--- src/rtl/core/nearest_ray_segment_hit_macros.svh ---
// Assertion macros for the ray caster
`ifndef NEAREST_RAY_SEGMENT_HIT_MACROS_SVH
`define NEAREST_RAY_SEGMENT_HIT_MACROS_SVH
`ifndef SYNTH
`define NRSH_ASSERT_ALWAYS(lbl, clk, rst, expr, msg) \
   lbl: assert property (@(posedge clk) disable iff (rst) (expr)) else $error(msg);
`define NRSH_ASSERT_NEXT(lbl, clk, rst, ante, cons, msg) \
   lbl: assert property (@(posedge clk) disable iff (rst) (ante) |=> (cons)) else $error(msg);
`else
`define NRSH_ASSERT_ALWAYS(lbl, clk, rst, expr, msg)
`define NRSH_ASSERT_NEXT(lbl, clk, rst, ante, cons, msg)
`endif
`endif

--- src/rtl/core/nrsh_pkg.sv ---
package nrsh_pkg;

   localparam int COORD_W    = 24;
   localparam int DIR_W      = 16;
   localparam int DIST_W     = 23;
   localparam int SEGIDX_W   = 6;
   localparam int DIFF_W     = COORD_W + 1;
   localparam int DEN_W      = 42;
   localparam int NUM_W      = 51;
   localparam int QUOT_W     = DIST_W;
   localparam int FRAC_SHIFT = 14;
   localparam int PRE_SHIFT  = QUOT_W - FRAC_SHIFT;
   localparam int ENTRY_W    = 4 * COORD_W;
   localparam int DEFAULT_MAX_SEGMENTS = 64;

   localparam logic [DIST_W-1:0] MAX_DISTANCE_RESET = 23'd2560000;

   localparam logic [1:0] MODE_CLEAR = 2'd0;
   localparam logic [1:0] MODE_LOAD  = 2'd1;
   localparam logic [1:0] MODE_CAST  = 2'd2;

   localparam logic [1:0] CSR_LIGHT_X      = 2'd0;
   localparam logic [1:0] CSR_LIGHT_Y      = 2'd1;
   localparam logic [1:0] CSR_MAX_DISTANCE = 2'd2;

   typedef enum logic [2:0] {
      ST_IDLE,
      ST_SWEEP,
      ST_DRAIN,
      ST_POINT,
      ST_FINISH
   } state_type;

   // one slot of the divider chain
   typedef struct packed {
      logic              sat;
      logic [DEN_W-1:0]  den;
      logic [DEN_W-1:0]  rem;
      logic [QUOT_W-1:0] qn;
   } divcell_type;

endpackage

--- src/rtl/core/nrsh_div_cell.sv ---
module nrsh_div_cell #(
   parameter int IDX_W = 6
) (
   input  logic                  clock,
   input  logic                  reset,
   input  logic                  valid_in,
   input  nrsh_pkg::divcell_type cell_in,
   input  logic [IDX_W-1:0]      idx_in,
   output logic                  valid_out,
   output nrsh_pkg::divcell_type cell_out,
   output logic [IDX_W-1:0]      idx_out
);
   import nrsh_pkg::*;

   logic [DEN_W:0]   shifted;
   logic [DEN_W:0]   diff;
   logic             ge;
   divcell_type      data_in;
   divcell_type      data_ff;
   logic             valid_ff;
   logic [IDX_W-1:0] idx_ff;

   // one restoring step: next numerator bit comes off the top of qn
   always_comb begin
      shifted      = {cell_in.rem, cell_in.qn[QUOT_W-1]};
      ge           = (shifted >= {1'b0, cell_in.den});
      diff         = shifted - {1'b0, cell_in.den};
      data_in      = cell_in;
      data_in.rem  = ge ? diff[DEN_W-1:0] : shifted[DEN_W-1:0];
      data_in.qn   = {cell_in.qn[QUOT_W-2:0], ge};
   end

   always_ff @(posedge clock) begin
      if (reset) begin
         valid_ff <= 1'b0;
      end else begin
         valid_ff <= valid_in;
      end
   end

   always_ff @(posedge clock) begin
      data_ff <= data_in;
      idx_ff  <= idx_in;
   end

   assign valid_out = valid_ff;
   assign cell_out  = data_ff;
   assign idx_out   = idx_ff;

endmodule

--- config.mk ---
export PLATFORM = sky130hd
export DESIGN_NAME = nrsh_div_cell
export DESIGN_NICKNAME = d
export VERILOG_FILES = /design/src/rtl/core/nearest_ray_segment_hit_macros.svh /design/src/rtl/core/nrsh_pkg.sv /design/src/rtl/core/nrsh_div_cell.sv
export SDC_FILE = /design/constraint.sdc
export NUM_CORES = 1
export LEC_CHECK = 0
export CORE_MARGIN = 2
export CORE_UTILIZATION = 25
export CTS_BUF_LIST = sky130_fd_sc_hd__clkbuf_4
export CTS_CLUSTER_DIAMETER = 40
export DETAILED_ROUTE_END_ITERATION = 6
export DONT_BUFFER_PORTS = 1
export GPL_TIMING_DRIVEN = 1
export PLACE_DENSITY = 0.37
export SYNTH_ARGS = -nofsm -noshare
export SYNTH_HDL_FRONTEND = slang
export SYNTH_SLANG_ARGS = --single-unit
--- constraint.sdc ---
create_clock -name clock -period 2.53 [get_ports clock]
set_input_delay 0.253 -clock clock [delete_from_list [all_inputs] [get_ports clock]]
set_output_delay 0.253 -clock clock [all_outputs]
set_load 0.02 [all_outputs]
[Word level (Yosys, flattened, before mapping)]
Index checks and enable logic that the tools add are counted.
Word-level totals
  register bits after elaboration: 115
  output and inout bits: 115
  word-level logic and storage cells: 9
  input port bits: 117
Operators by class
  add/subtract/negate cells: 1
  $lt $le $gt $ge: 1
  muxes and demuxes: 1
Operator list (count)
  greater-or-equal comparator 43 x 42 -> 1 bit: 1
  2-to-1 mux 42 bit: 1
  subtractor 42 bit: 1

[Logic depth before layout (Yosys ltp)]
  depth after elaboration: 2
  mapped depth: 14
  mapped depth without buffers: 12

[Least setup slack after synthesis]
Ideal clock, no wire load.
  kind: in2reg
  start: input port cell_in[22] in the netlist's numbering
  end: register data_ff (netlist bit cell_out[53])
  path buffers: 0
  required time: 2412 ps
  setup slack: -74 ps
  stages on the path: 12
  setup time: 118 ps
  arrival: 2485 ps
  cell sequence: inv_1 -> ha_1 -> inv_1 -> fa_1 -> a211oi_1 -> o21ai_0 -> nand3_1 -> a31oi_1 -> o41ai_1 -> o21ai_0 -> xnor2_1 -> a21oi_2
RTL lines
  start, declared: line nrsh_div_cell.sv:7  | input nrsh_pkg::divcell_type cell_in,
  end signal, assigned: line nrsh_div_cell.sv:42  | data_ff <= data_in;
  end, declared: line nrsh_div_cell.sv:19  | divcell_type data_ff;

==> results.tsv <==
metric	value	unit
DPL Wire Length	13.9	mm
total CTS buffers	17	
clock transition at the registers of the reported paths	0.13	ns
leak pwr	3.67	nW
CTS tree	done	
Final min period	2.34	ns
post-cts resize count	0	
vias in the first global route	5347	
outcome	finished, violations left	
DR WL/cell	16.1	um
yosys warns	0	
Setup Buffers After CTS	0	
CTS Buffer Depth	2	
Top FF cell, synth	dfxtp_1	
remaining global-route overflow	0	
root buf cell	clkbuf_4	
final max-slew violation count	0	
largest net degree at the start of global routing	20	
post-route ant nets	0	
Synth Cell Area	0.00550	mm^2
WL met2	8.65	mm
CTS Sinks	115	
crit-path max cell delay	0.44	ns
DRT Pass-1 Iters	4	
Synthesized Nets	768	
Pwr Density	629	mW/mm^2
Layout Nets	986	
fmax	0.428	GHz
Pwr Total	5.05	mW
die width	152	um
H-tree levels	4	
Final Wtd Congestion	0.861	
core area	0.0217	mm^2
violated checks	negative hold slack	
number of I/O pins	232	
delay-heaviest family, CP	compound AO/OA/AOI/OAI gates	
most frequent cells in the layout	115 x dfxtp_1, 112 x dlygate4sd3_1, 105 x buf_4, 57 x inv_1, 52 x nor2_1	
Fin. Hold Viols	3	
most common cell after layout, fill and taps aside	dfxtp_1	
Post-CTS Hold Fix Bufs	112	
Worst IR Drop VDD	0.205	mV
worst hold path class	in2reg	
Rows	54	
via count	5133	
count of final setup violators	0	
DIE AREA	0.0232	mm^2
ys async rst share	0	%
CP arrival	2.78	ns
wirelength, routed	18.0	mm
initial core utilization	25.4	%
Sw Share	36.6	%
Int Power	3.20	mW
Critical Path RT	2.97	ns
number of synthesized flops with an enable pin	0	
flops & latches, synth	115	
actual slew at the worst max-slew pin	0.498	ns
relative slew slack	66.4	%
Mean Syn Cell Area	9.04	um^2
WP buf/inv	3	
initial antenna violation count	1	
GRT Total Usage	15.5	%
post-route met1 wirelength	8.04	mm
top post-synthesis cells by area	dfxtp_1 42%, ha_1 9.6%, inv_1 3.9%	
number of DRC markers in iteration 0	214	
Via density	4.58	
CP Launch Type	primary input	
drt drc	0	
placed cell areas	0.00661	mm^2
Yosys top cell area share	41.9	%
Critical Path Sink Type	flip-flop	
share of power burned in registers	46.9	%
worst-path fanout max	3	
IO Port Bufs	0	
clock power share	28.5	%
Net Sw Power	1.85	mW
Final Cycle Share	92.4	%
Synth cell types	58	
design area	0.00802	mm^2
Cell Chain, Critical Path	inv_1 > ha_1 > inv_1 > fa_1 > a211oi_1 > o21ai_0 > nand3_1 > a31oi_1 > buf_4 > o41ai_2 > o21ai_0 > xnor2_1 > a21oi_2	
leading area contributor after synthesis	dfxtp_1	
met3 WL	1.11	mm
first-pass GRT wire length	28.3	mm
CP Class	in2reg	
Comb pwr share	24.7	%
Layout fillers	2160	
Gate Count Post-Synth	608	
RSZ-0062 raised after global routing	no	
max_cap viols	0	
Hold WS	-0.281	ns
Area growth, synth to finish	45.9	%
sequential fraction of the synthesis area	41.9	%
top routing layer used	met4	
share of post-route cells with drive strength above 1	21.9	%
slowest CP cell	o41ai_2	
Die Ht	152	um
[cells by family (layout without fill, tap and decap cells)]
group / count (synthesis) / in the layout / synth area share (%)
muxes: 1 / 1 / 0.182
other: 0 / 2 / 0
and+or+nand+nor: 164 / 164 / 14.7
AOI/OAI and AO/OA: 176 / 176 / 22.5
DFF: 115 / 115 / 41.9
adders and majority gates: 43 / 43 / 9.92
buffers and inverters: 80 / 311 / 6.26
xor gates and xnor gates: 29 / 29 / 4.62
[metrics by stage]
step | std cells | utilization [%] | setup slack [ns] | TNS, ns
after floorplan | 608 | - | 0.00196 | 0
after global placement | 975 | 30.5 | -0.352 | -6.92
after detailed placement | 975 | 30.5 | -0.340 | -7.05
after CTS | 1119 | 37.0 | 0.247 | 0
after global routing | 1121 | 37.0 | 0.00816 | 0
final | 1121 | 37.0 | 0.191 | 0
[layer usage]
metal | track usage (%) | up-vias
met5 | 0 | -
met4 | 4.14 | 0
met3 | 4.72 | 12
met2 | 26.0 | 172
met1 | 19.4 | 2390
li1 | - | 2559
[flip-flops by register name, summed over array words and instances (netlist names)]
signal,flops
idx_out,6
valid_out,1
cell_out,108
[Yosys cell counts, types with 3 or more instances]
library cell,n
nand3_1,7
buf_6,4
nor3_1,8
nor4_1,5
or3_1,3
a211oi_1,9
buf_4,3
clkbuf_1,13
and3_1,4
a21oi_1,41
a211o_1,4
o211a_1,4
nand2_1,42
o21a_1,9
xnor2_1,10
xor2_1,19
nand4_1,17
dfxtp_1,115
o211ai_1,5
nor2_1,52
a21o_1,21
o21bai_1,9
nor2b_1,3
ha_1,42
nand2b_1,5
o21ai_0,29
and4_1,6
nor2_2,4
a31oi_1,4
a21oi_2,23
inv_1,57
[path summary, 6_finish.rpt]
path / endpoint / cells after the start / startpoint / slack, ns
min: cell_out[65] / 0 / cell_in[65] / -0.28
max: cell_out[53] / 13 / cell_in[22] / 0.19
[layout make-up]
type,count,area (um^2),share of cell area [%]
Antenna cell,2,5.00,0.0624
Sequential cell,115,2300,28.7
Inverter,58,218,2.71
Timing Repair Buffer,221,1990,24.8
Clock inverter,15,160,2.00
Multi-Input combinational cell,413,2870,35.8
Clock buffer,17,128,1.59
Tap cell,280,350,4.37
[power groups by stage]
stage | logic (mW) | clock network, mW | registers, mW
floorplan | 0.704 | 0 | 2.37
global placement | 1.11 | 0 | 2.42
detailed placement | 1.11 | 0 | 2.41
CTS | 1.26 | 1.50 | 2.37
global route | 1.38 | 1.58 | 2.38
finish | 1.25 | 1.44 | 2.36
Power figures use the tool's default switching activity.
